[src/fple_pkg.sv]
// Shared types, constants and the CRC-32 byte step for the progress log engine.
package fple_pkg;

  localparam int SLOTS = 128;
  localparam int SLOT_W = $clog2(SLOTS + 1);

  localparam logic [31:0] LOG_MAGIC = 32'hA5A5A5A5;
  localparam logic [31:0] LOG_COMMIT = 32'h5A5A5A5A;
  localparam logic [15:0] LOG_KIND = 16'h0001;
  localparam logic [15:0] LOG_LENGTH = 16'h0004;
  localparam logic [31:0] CRC_POLY = 32'hEDB88320;
  localparam logic [31:0] ALL_ONES = 32'hFFFFFFFF;

  // Input commands.
  localparam logic [1:0] CMD_SCAN = 2'd0;
  localparam logic [1:0] CMD_WRITE = 2'd1;
  localparam logic [1:0] CMD_READ = 2'd2;
  localparam logic [1:0] CMD_ERASE = 2'd3;

  // Result operations.
  localparam logic [2:0] OP_ACK = 3'd0;
  localparam logic [2:0] OP_ERASE = 3'd1;
  localparam logic [2:0] OP_PROG = 3'd2;
  localparam logic [2:0] OP_COMMIT = 3'd3;
  localparam logic [2:0] OP_LATEST = 3'd4;

  // Result kinds the controller asks the datapath to emit.
  localparam logic [2:0] EM_SCAN = 3'd0;
  localparam logic [2:0] EM_NREADY = 3'd1;
  localparam logic [2:0] EM_ERASE = 3'd2;
  localparam logic [2:0] EM_READ = 3'd3;
  localparam logic [2:0] EM_WRAP = 3'd4;
  localparam logic [2:0] EM_BODY = 3'd5;
  localparam logic [2:0] EM_COMMIT = 3'd6;

  typedef struct packed {
    logic [1:0]  command;
    logic [31:0] rec_magic;
    logic [15:0] rec_kind;
    logic [15:0] rec_length;
    logic [31:0] rec_sequence;
    logic [31:0] payload;
    logic [31:0] rec_check;
    logic [31:0] rec_commit;
    logic [31:0] rec_spare;
    logic        scan_end;
  } in_beat_t;

  typedef struct packed {
    logic [2:0]  op;
    logic [6:0]  slot;
    logic [31:0] out_sequence;
    logic [31:0] out_value;
    logic [31:0] out_check;
    logic        found;
    logic        status;
    logic        last_of_run;
  } out_beat_t;

  typedef struct packed {
    logic       scan_start;
    logic       crc_start_rec;
    logic       crc_start_prog;
    logic       set_new;
    logic       emit;
    logic [2:0] emit_kind;
    logic       last;
  } dp_cmd_t;

  typedef struct packed {
    logic       out_free;
    logic       crc_busy;
    logic [1:0] command;
    logic       ready;
    logic       full;
    logic       present;
  } dp_status_t;

  // One reflected CRC-32 byte update, eight bit steps.
  function automatic logic [31:0] crc_byte(input logic [31:0] crc_in, input logic [7:0] b);
    logic [31:0] c;
    c = crc_in ^ {24'd0, b};
    for (int j = 0; j < 8; j++) begin
      c = c[0] ? ((c >> 1) ^ CRC_POLY) : (c >> 1);
    end
    return c;
  endfunction

endpackage

[src/fple_datapath.sv]
// Datapath: item register, log state, byte-serial CRC unit and result register.
module fple_datapath (
  input  logic                clk,
  input  logic                rst,
  input  logic                in_fire,
  input  fple_pkg::in_beat_t  in_data,
  input  fple_pkg::dp_cmd_t   cmd,
  output fple_pkg::dp_status_t stat,
  output logic                out_valid,
  input  logic                out_ready,
  output fple_pkg::out_beat_t out_data
);
  import fple_pkg::*;

  localparam logic [SLOT_W-1:0] SLOTS_V = SLOT_W'(SLOTS);

  in_beat_t item;

  logic              latest_present;
  logic [31:0]       latest_sequence;
  logic [31:0]       latest_value_reg;
  logic [6:0]        latest_slot;
  logic [SLOT_W-1:0] next_write_slot;
  logic [SLOT_W-1:0] first_blank_slot;
  logic [SLOT_W-1:0] scan_position;
  logic              ready;

  logic [31:0] prog_seq;
  logic [31:0] prog_val;

  logic        crc_busy;
  logic        crc_src_rec;
  logic [3:0]  crc_idx;
  logic [31:0] crc;
  logic [31:0] crc_out;
  logic [15:0][7:0] crc_bytes;

  logic              out_free;
  logic              in_region;
  logic              blank;
  logic              rec_ok;
  logic              take;
  logic              found_scan;
  logic [SLOT_W-1:0] blank_next;
  out_beat_t         res;

  // Hold the accepted item for the whole run.
  always_ff @(posedge clk) begin
    if (in_fire) begin
      item <= in_data;
    end
  end

  // CRC source bytes in little-endian order: magic, kind, length, sequence, value.
  always_comb begin
    if (crc_src_rec) begin
      crc_bytes = {item.payload, item.rec_sequence, item.rec_length, item.rec_kind,
                   item.rec_magic};
    end else begin
      crc_bytes = {prog_val, prog_seq, LOG_LENGTH, LOG_KIND, LOG_MAGIC};
    end
  end

  assign crc_out = crc ^ ALL_ONES;

  // One byte per cycle through the CRC register.
  always_ff @(posedge clk) begin
    if (rst) begin
      crc_busy <= 1'b0;
      crc_idx <= '0;
    end else if (cmd.crc_start_rec || cmd.crc_start_prog) begin
      crc_busy <= 1'b1;
      crc_idx <= '0;
      crc_src_rec <= cmd.crc_start_rec;
      crc <= ALL_ONES;
    end else if (crc_busy) begin
      crc <= crc_byte(crc, crc_bytes[crc_idx]);
      crc_idx <= crc_idx + 4'd1;
      if (crc_idx == 4'd15) begin
        crc_busy <= 1'b0;
      end
    end
  end

  // Classify the scanned record.
  always_comb begin
    in_region = scan_position < SLOTS_V;
    blank = (item.rec_magic == ALL_ONES) && (item.rec_kind == 16'hFFFF) &&
            (item.rec_length == 16'hFFFF) && (item.rec_sequence == ALL_ONES) &&
            (item.payload == ALL_ONES) && (item.rec_check == ALL_ONES) &&
            (item.rec_commit == ALL_ONES) && (item.rec_spare == ALL_ONES);
    rec_ok = (item.rec_magic == LOG_MAGIC) && (item.rec_commit == LOG_COMMIT) &&
             (item.rec_kind == LOG_KIND) && (item.rec_length == LOG_LENGTH) &&
             (item.rec_check == crc_out);
    take = in_region && !blank && rec_ok &&
           (!latest_present || (item.rec_sequence > latest_sequence));
    found_scan = latest_present || take;
    blank_next = first_blank_slot;
    if (in_region && blank && (first_blank_slot == SLOTS_V)) begin
      blank_next = scan_position;
    end
  end

  // Log state updates.
  always_ff @(posedge clk) begin
    if (rst) begin
      latest_present <= 1'b0;
      latest_sequence <= '0;
      latest_value_reg <= '0;
      latest_slot <= '0;
      next_write_slot <= '0;
      first_blank_slot <= SLOTS_V;
      scan_position <= '0;
      ready <= 1'b0;
    end else begin
      if (cmd.scan_start && (scan_position == '0)) begin
        latest_present <= 1'b0;
        latest_sequence <= '0;
        latest_value_reg <= '0;
        latest_slot <= '0;
        first_blank_slot <= SLOTS_V;
        ready <= 1'b0;
      end
      if (cmd.set_new) begin
        prog_seq <= latest_present ? (latest_sequence + 32'd1) : 32'd0;
        prog_val <= item.payload;
      end
      if (cmd.emit) begin
        unique case (cmd.emit_kind)
          EM_SCAN: begin
            first_blank_slot <= blank_next;
            if (take) begin
              latest_present <= 1'b1;
              latest_sequence <= item.rec_sequence;
              latest_value_reg <= item.payload;
              latest_slot <= scan_position[6:0];
            end
            if (item.scan_end) begin
              next_write_slot <= blank_next;
              ready <= 1'b1;
              scan_position <= '0;
            end else if (in_region) begin
              scan_position <= scan_position + SLOT_W'(1);
            end
          end
          EM_ERASE: begin
            latest_present <= 1'b0;
            latest_sequence <= '0;
            latest_value_reg <= '0;
            latest_slot <= '0;
            next_write_slot <= '0;
            first_blank_slot <= SLOTS_V;
            scan_position <= '0;
            ready <= 1'b1;
          end
          EM_WRAP: begin
            prog_seq <= latest_sequence + 32'd1;
            prog_val <= latest_value_reg;
            latest_present <= 1'b0;
            latest_sequence <= '0;
            latest_value_reg <= '0;
            latest_slot <= '0;
            next_write_slot <= '0;
          end
          EM_COMMIT: begin
            latest_present <= 1'b1;
            latest_sequence <= prog_seq;
            latest_value_reg <= prog_val;
            latest_slot <= next_write_slot[6:0];
            if (next_write_slot < SLOTS_V) begin
              next_write_slot <= next_write_slot + SLOT_W'(1);
            end
          end
          default: begin
          end
        endcase
      end
    end
  end

  // Build the result for the requested kind.
  always_comb begin
    res = '0;
    res.last_of_run = cmd.last;
    unique case (cmd.emit_kind)
      EM_SCAN: begin
        res.op = OP_ACK;
        res.slot = scan_position[6:0];
        res.found = found_scan;
      end
      EM_NREADY: begin
        res.op = OP_ACK;
        res.status = 1'b1;
      end
      EM_ERASE, EM_WRAP: begin
        res.op = OP_ERASE;
      end
      EM_READ: begin
        res.op = OP_LATEST;
        res.slot = latest_slot;
        res.out_sequence = latest_present ? latest_sequence : 32'd0;
        res.out_value = latest_present ? latest_value_reg : 32'd0;
        res.found = latest_present;
      end
      EM_BODY, EM_COMMIT: begin
        res.op = (cmd.emit_kind == EM_BODY) ? OP_PROG : OP_COMMIT;
        res.slot = next_write_slot[6:0];
        res.out_sequence = prog_seq;
        res.out_value = prog_val;
        res.out_check = crc_out;
        res.found = 1'b1;
      end
      default: begin
      end
    endcase
  end

  // Output register.
  assign out_free = !out_valid || out_ready;

  always_ff @(posedge clk) begin
    if (rst) begin
      out_valid <= 1'b0;
    end else if (cmd.emit) begin
      out_valid <= 1'b1;
      out_data <= res;
    end else if (out_ready) begin
      out_valid <= 1'b0;
    end
  end

  assign stat.out_free = out_free;
  assign stat.crc_busy = crc_busy;
  assign stat.command = item.command;
  assign stat.ready = ready;
  assign stat.full = next_write_slot >= SLOTS_V;
  assign stat.present = latest_present;

endmodule

[src/fple_controller.sv]
// Controller: sequences each command through CRC runs and result beats.
module fple_controller (
  input  logic                 clk,
  input  logic                 rst,
  input  logic                 in_fire,
  output logic                 in_ready,
  input  fple_pkg::dp_status_t stat,
  output fple_pkg::dp_cmd_t    cmd
);
  import fple_pkg::*;

  localparam logic [3:0] S_IDLE = 4'd0;
  localparam logic [3:0] S_DECODE = 4'd1;
  localparam logic [3:0] S_ONE = 4'd2;
  localparam logic [3:0] S_CRC_SCAN = 4'd3;
  localparam logic [3:0] S_SCAN_EMIT = 4'd4;
  localparam logic [3:0] S_WRAP = 4'd5;
  localparam logic [3:0] S_CRC_KEEP = 4'd6;
  localparam logic [3:0] S_BODY_K = 4'd7;
  localparam logic [3:0] S_COMMIT_K = 4'd8;
  localparam logic [3:0] S_NEW = 4'd9;
  localparam logic [3:0] S_CRC_NEW = 4'd10;
  localparam logic [3:0] S_BODY_N = 4'd11;
  localparam logic [3:0] S_COMMIT_N = 4'd12;

  logic [3:0] state;
  logic [3:0] state_next;
  logic [2:0] one_kind;
  logic [2:0] one_kind_next;

  assign in_ready = (state == S_IDLE);

  always_ff @(posedge clk) begin
    if (rst) begin
      state <= S_IDLE;
      one_kind <= EM_ERASE;
    end else begin
      state <= state_next;
      one_kind <= one_kind_next;
    end
  end

  // Next state and datapath commands.
  always_comb begin
    state_next = state;
    one_kind_next = one_kind;
    cmd = '0;
    unique case (state)
      S_IDLE: begin
        if (in_fire) begin
          state_next = S_DECODE;
        end
      end
      S_DECODE: begin
        priority if (stat.command == CMD_SCAN) begin
          cmd.scan_start = 1'b1;
          cmd.crc_start_rec = 1'b1;
          state_next = S_CRC_SCAN;
        end else if (stat.command == CMD_ERASE) begin
          one_kind_next = EM_ERASE;
          state_next = S_ONE;
        end else if (!stat.ready) begin
          one_kind_next = EM_NREADY;
          state_next = S_ONE;
        end else if (stat.command == CMD_READ) begin
          one_kind_next = EM_READ;
          state_next = S_ONE;
        end else if (stat.full) begin
          state_next = S_WRAP;
        end else begin
          state_next = S_NEW;
        end
      end
      S_ONE: begin
        cmd.emit_kind = one_kind;
        cmd.last = 1'b1;
        if (stat.out_free) begin
          cmd.emit = 1'b1;
          state_next = S_IDLE;
        end
      end
      S_CRC_SCAN: begin
        if (!stat.crc_busy) begin
          state_next = S_SCAN_EMIT;
        end
      end
      S_SCAN_EMIT: begin
        cmd.emit_kind = EM_SCAN;
        cmd.last = 1'b1;
        if (stat.out_free) begin
          cmd.emit = 1'b1;
          state_next = S_IDLE;
        end
      end
      S_WRAP: begin
        cmd.emit_kind = EM_WRAP;
        if (stat.out_free) begin
          cmd.emit = 1'b1;
          if (stat.present) begin
            cmd.crc_start_prog = 1'b1;
            state_next = S_CRC_KEEP;
          end else begin
            state_next = S_NEW;
          end
        end
      end
      S_CRC_KEEP: begin
        if (!stat.crc_busy) begin
          state_next = S_BODY_K;
        end
      end
      S_BODY_K: begin
        cmd.emit_kind = EM_BODY;
        if (stat.out_free) begin
          cmd.emit = 1'b1;
          state_next = S_COMMIT_K;
        end
      end
      S_COMMIT_K: begin
        cmd.emit_kind = EM_COMMIT;
        if (stat.out_free) begin
          cmd.emit = 1'b1;
          state_next = S_NEW;
        end
      end
      S_NEW: begin
        cmd.set_new = 1'b1;
        cmd.crc_start_prog = 1'b1;
        state_next = S_CRC_NEW;
      end
      S_CRC_NEW: begin
        if (!stat.crc_busy) begin
          state_next = S_BODY_N;
        end
      end
      S_BODY_N: begin
        cmd.emit_kind = EM_BODY;
        if (stat.out_free) begin
          cmd.emit = 1'b1;
          state_next = S_COMMIT_N;
        end
      end
      S_COMMIT_N: begin
        cmd.emit_kind = EM_COMMIT;
        cmd.last = 1'b1;
        if (stat.out_free) begin
          cmd.emit = 1'b1;
          state_next = S_IDLE;
        end
      end
      default: begin
        state_next = S_IDLE;
      end
    endcase
  end

endmodule

[src/flash_progress_log_engine.sv]
// Top level of the flash progress log engine.
// The engine takes one command beat at a time and answers with one to five result beats.
// Scan, write, read and erase commands are sequenced by a controller; every record CRC is
// computed by a byte-serial CRC-32 unit, one of the 16 body bytes per cycle. A scan beat
// runs decode, CRC and its result; read, erase and not-ready commands answer with one beat;
// a write runs CRC and two program beats; a write into a full region sends an erase beat,
// CRC and two program beats for the carried-over record, then CRC and two beats for the
// new one, and any beat waits while the output stalls. The next command is accepted once
// the final result beat of the previous one sits in the output register.
module flash_progress_log_engine (
  input  logic                clk,
  input  logic                rst,
  input  logic                in_valid,
  output logic                in_ready,
  input  fple_pkg::in_beat_t  in_data,
  output logic                out_valid,
  input  logic                out_ready,
  output fple_pkg::out_beat_t out_data
);
  import fple_pkg::*;

  logic       in_fire;
  dp_cmd_t    cmd;
  dp_status_t stat;

  assign in_fire = in_valid && in_ready;

  fple_controller u_ctrl (
    .clk(clk),
    .rst(rst),
    .in_fire(in_fire),
    .in_ready(in_ready),
    .stat(stat),
    .cmd(cmd)
  );

  fple_datapath u_dp (
    .clk(clk),
    .rst(rst),
    .in_fire(in_fire),
    .in_data(in_data),
    .cmd(cmd),
    .stat(stat),
    .out_valid(out_valid),
    .out_ready(out_ready),
    .out_data(out_data)
  );

endmodule

[config.mk]
export PLATFORM = sky130hd
export DESIGN_NAME = flash_progress_log_engine
export DESIGN_NICKNAME = d
export VERILOG_FILES = /design/src/fple_pkg.sv /design/src/fple_datapath.sv /design/src/fple_controller.sv /design/src/flash_progress_log_engine.sv
export SDC_FILE = /design/constraint.sdc
export NUM_CORES = 1
export LEC_CHECK = 0
export BUFFER_PORTS_ARGS = -buffer_cell sky130_fd_sc_hd__buf_2
export CORE_ASPECT_RATIO = 1.1
export CORE_MARGIN = 1
export CORE_UTILIZATION = 50
export DETAILED_ROUTE_END_ITERATION = 10
export PLACE_DENSITY_LB_ADDON = 0.15
export SYNTH_ARGS = -nofsm -noshare
export SYNTH_HDL_FRONTEND = slang
export SYNTH_HIERARCHICAL = 1
export SYNTH_SLANG_ARGS = --single-unit
[constraint.sdc]
create_clock -name clk -period 16.84 [get_ports clk]
set_clock_uncertainty 0.05 [all_clocks]
set_input_delay 3.368 -clock clk [delete_from_list [all_inputs] [get_ports clk]]
set_output_delay 3.368 -clock clk [all_outputs]
set_load 0.005 [all_outputs]
# == After elaboration in Yosys (flattened, before gate mapping) ==
# Index checks and enable logic that the tools add are counted.
# word_totals
regBits,543
elab_cells,240
# op_classes
add_sub_neg,4
n_reduce_logical,46
muxes,90
eq_ne,48
bitwise,12
n_lt_le_gt_ge,5
# ops
op,count
32-bit 2-to-1 mux,24
"32-bit equality test, second input constant",7
32-bit case mux with 3 select lines,2
128-bit 2-to-1 mux,1
64-bit case mux with 2 select lines,1
13-bit NOT with 14-bit output,8
8-bit 2-to-1 mux,8
4-bit 2-to-1 mux,15
4-bit case mux with 11 select lines,1
7-bit case mux with 3 select lines,2
"32-bit by 1-bit adder with 32-bit output, second input constant",1
8-bit binary-select mux with 4-bit select,1
"16-bit equality test, second input constant",2
"32-bit by 31-bit equality test with 1-bit output, second input constant",1
32-bit equality test,1
32-bit greater-than comparator,1
32-bit NOT,1
8-bit case mux with 2 select lines,2
32-bit by 8-bit bitwise XOR with 32-bit output,1
"4-bit equality test, second input constant",6
8-bit case mux with 3 select lines,1
7-bit 2-to-1 mux,3
4-bit case mux with 5 select lines,1
1-bit logical AND,18
40 further kinds,96

# == Depth between registers and ports, before layout ==
# depth
word_depth,21
ltp_mapped,14
ltp_nobuf,11

# == By module ==
# The synthesis kept the hierarchy.
# by_module_without_submodules
mod,cells_each,area_per_inst_um2,instances
fple_datapath,1835,24409.7,1
fple_controller,92,686.9,1
flash_progress_log_engine,1,6.3,1

# == Worst setup path before layout ==
# OpenSTA, ideal clock, no wires.
# synth_path
path_type,input -> register
from,input port in_valid
to,register u_ctrl.state[3]
required_time_ns,16.703
t_arrival_ns,9.455
path_buffers,0
path_stages,5
setup_slack_ns,7.248
cell_sequence,and2_1 -> o31ai_1 -> a21o_1 -> or4b_1 -> o31ai_1
# synth_via
elab_chain_len,3
# synth_rtl
item,line_no,rtl
from (decl),flash_progress_log_engine.sv:13,"input logic in_valid,"
1-bit logical AND,flash_progress_log_engine.sv:26,assign in_fire = in_valid && in_ready;
2-bit by 1-bit != test with 1-bit output (no source line),--,
9-bit AND reduction (no source line),--,
to (signal assigned),fple_controller.sv:38,state <= state_next;
to (decl),fple_controller.sv:26,logic [3:0] state;
# Every way passes these cells.
# A chain may end at the register's enable or synchronous reset.

==> flow_summary_export.csv <==
group,metric,value,unit
outcome,status,"complete, no violations",
power_and_ir_drop,p_switching,1.34,mW
min_path,hold_depth,2,
routing,finalWirelength,72100,microns
grt,antenna_found_initial,1,
layout,largestRegisters,"u_dp/item: 225 flops, u_dp/out_data: 109 flops",
synth,async_reset_ff_frac,0,
power_and_ir_drop,p_sw_frac,0.314,
sta,tightest_slew,1190,ps
floorplanning,ios,342,
clock_tree,htree_levels,2,
routing,first_iter_violations,1603,
critical_path,cp.arrival,6330,ps
critical_path,r2r-start,"u_dp/crc[28]$_SDFFCE_PN1P_",
grt,overflow,0,
sta,finalSetupTns,0,ps
critical_path,r2r_slack,12220,ps
layout,largest-register,"u_dp/item",
sta,fin_crit,6040,ps
critical_path,worstReg2RegEnd,"u_dp/latest_value_reg[22]$_SDFF_PP0_",
power_and_ir_drop,pwr-share-comb,0.220,
flow_run,maxCapViolCount,0,
power_and_ir_drop,ir_drop,0.000119,V
synth,avgSynthCellArea,13.0,sq um
grt,grt_pass1_vias,17500,
routing,dr.pass1.iters,5,
clock_tree,clock-sinks,542,
min_path,hold_end,"u_ctrl/one_kind[0]$_SDFFE_PP0P_",
power_and_ir_drop,power_leakage,10.5,nW
synth,syn-instance-count,1928,
layout,nNetsFinal,2507,
sta,hold_viol_final,0,
layout,mostFrequentLayoutCells,"edfxtp_1, buf_2, nand2_1",
floorplanning,rows,85,
layout,largest_reg_flops,225,
routing,top_layer,"met5",
grt,grt_pass1_wl,108000,microns
min_path,min_from,"u_ctrl/one_kind[0]$_SDFFE_PP0P_",
synth,ys_warn_count,6,
clock_tree,clk_path_buf_depth,3,
power_and_ir_drop,seqPwrFrac,0.476,
synth,yosys.area_share.adder,0.0189,
clock_tree,post_cts_resized,0,
place,gp_congestion,0.914,
synth,synth-compound-area-share,0.112,
routing,met1_length,29100,microns
floorplanning,die_x,216,microns
sta,slew_headroom,0.204,
place,io_buffers,341,
clock_tree,cts_inserted_buffers,56,
critical_path,startpoint_type,"primary input",
floorplanning,initial_utilization,0.510,
sta,setup_viol,0,
synth,syn_nets,2197,
layout,drive_gt1_frac,0.240,
synth,synth.distinct_cells,88,
synth,synthesis.area,25100,sq um
clock_tree,cts_setup_buffers,0,
clock_tree,ctsHoldBuffers,0,
routing,vias,17600,
clock_tree,clkSlewWorstSetupHoldPaths,60,ps
synth,synth_top_family_by_area,"simple AND/OR/NAND/NOR gates",
floorplanning,core,49200,sq um
sta,rsz0062_at_grt,"no",
floorplanning,die_h,237,microns
layout,final_common_cell,"edfxtp_1",
clock_tree,root_buffer,"clkbuf_16",
critical_path,path_max_fanout,66,
synth,synth_mux_area_frac,0.0610,
synth,synth_edf_count,433,
place,dpl.hpwl,51100,microns
sta,hold_ws,410,ps
synth,ys_seq_area_frac,0.605,
clock_tree,cts_tree,"yes",
routing,routed-wl-met2,34600,microns
min_path,min-delay-path-class,"reg2reg",
routing,met3_length,4690,microns
clock_tree,insertion_delay,620,ps
routing,vias_per_cell,6.00,
power_and_ir_drop,pwr-share-clk,0.305,
critical_path,worst-r2r-cell-count,10,
sta,fmax,0.165,GHz
critical_path,required,17120,ps
synth,ys_seq_elements,542,
routing,antenna_left,0,
synth,ys.flop_type,"edfxtp_1",
routing,drc,0,
grt,grt_util_all_layers,0.281,
sta,maxSlewViolCount,0,
synth,synthXorXnorAreaFrac,0.0536,
sta,post-route-period-util,0.359,
floorplanning,die-area,51100,sq um
grt,grt_max_degree,188,
power_and_ir_drop,p_int,2.93,mW
routing,post_drt_wl_per_cell,24.5,microns
critical_path,crit_path_end_kind,"flop",
synth,synth_simple_gate_area_frac,0.118,
power_and_ir_drop,power.density,146,nW/um^2
critical_path,path_class,"in2reg",
layout,areaGrowthSynthToFinish,16.4,%
layout,n_fill_cell,3893,
-- power groups by stage --
stage,Clock [mW],Sequential [mW],Combinational [mW]
detailed placement,0,2.05,0.933
CTS,1.32,2.03,0.939
floorplan,0,2.00,0.674
global route,1.37,2.05,1.02
global placement,0,2.05,0.915
finish,1.30,2.03,0.938
-- per-stage QoR --
stage	instances	power, mW	utilization	setup slack [ps]	area, sq um
3_3_place_gp	2832	2.96	0.554	10340	27300
2_1_floorplan	1928	2.67	-	7250	25100
5_1_grt	2937	4.44	0.593	10590	29200
4_1_cts	2937	4.29	0.593	10890	29200
6_report	2938	4.27	0.593	10800	29200
3_5_place_dp	2832	2.98	0.554	10270	27300
-- worst max path at each step --
| stage | from | endpoint | slack, ps | cells after the start |
|---|---|---|---|---|
| 2_1_floorplan | in_valid | u_ctrl/state[3]$_SDFFE_PP0P_ | 7250 | 5 |
| 3_3_place_gp | out_ready | u_dp/prog_seq[26]$_DFFE_PN_ | 10340 | 12 |
| 3_5_place_dp | out_ready | u_dp/prog_seq[17]$_DFFE_PN_ | 10270 | 12 |
| 4_1_cts | out_ready | u_dp/prog_seq[17]$_DFFE_PN_ | 10890 | 12 |
| 5_1_grt | out_ready | u_dp/prog_seq[22]$_DFFE_PN_ | 10590 | 12 |
| 6_report | out_ready | u_dp/prog_seq[18]$_DFFE_PN_ | 10800 | 12 |
-- cell type report --
class | count | area (sq um) | area share
antenna | 1 | 2.50 | 0.0000857
clock buffer | 67 | 1480 | 0.0508
clock inverter | 38 | 447 | 0.0153
inverter | 57 | 215 | 0.00737
multi-input combinational | 1218 | 9170 | 0.314
sequential | 542 | 15200 | 0.520
tap | 652 | 816 | 0.0279
timing repair buffer | 363 | 1880 | 0.0645
-- layer usage --
layer	vias up	global-route usage
met3	181	0.0432
met4	2	0.146
met1	8590	0.362
met5	-	0
li1	8020	-
met2	831	0.459
-- cells by family (layout without fill, tap and decap cells) --
family                     Yosys count  count (layout)
and+or+nand+nor                    572             572
DFF                                542             542
AOI/OAI and AO/OA                  374             374
buffers and inverters              168             525
xor gates and xnor gates           133             133
muxes                              101             101
adders and majority gates           38              38
other                                0               1
-- synthesized netlist by cell type, types with 19 or more instances --
master | count | share of area
edfxtp_1 | 433 | 0.52
nand2_1 | 152 | 0.023
dfxtp_1 | 109 | 0.087
nor2_1 | 107 | 0.016
o21ai_0 | 90 | 0.018
nand4_1 | 79 | 0.020
xnor2_1 | 76 | 0.027
and2_1 | 75 | 0.019
a221o_1 | 70 | 0.028
a22o_1 | 64 | 0.022
clkbuf_1 | 58 | 0.0087
inv_1 | 56 | 0.0084
mux2i_1 | 55 | 0.022
xor2_1 | 40 | 0.014
ha_1 | 38 | 0.019
mux4_2 | 38 | 0.034
nor4_1 | 37 | 0.0092
a21oi_1 | 35 | 0.0070
nor3_1 | 24 | 0.0048
nand3_1 | 23 | 0.0046
buf_2 | 19 | 0.0038
-- critical path: stages --
cell,delay (ps)
buf_2,70
nand2b_1,200
a21boi_0,260
inv_1,140
nor2_1,530
nand2_1,190
nor2_4,120
buf_4,520
nor2_1,370
buf_4,320
nand2_1,80
o21ai_0,90
No activity file was read; power rests on OpenSTA's default activity.
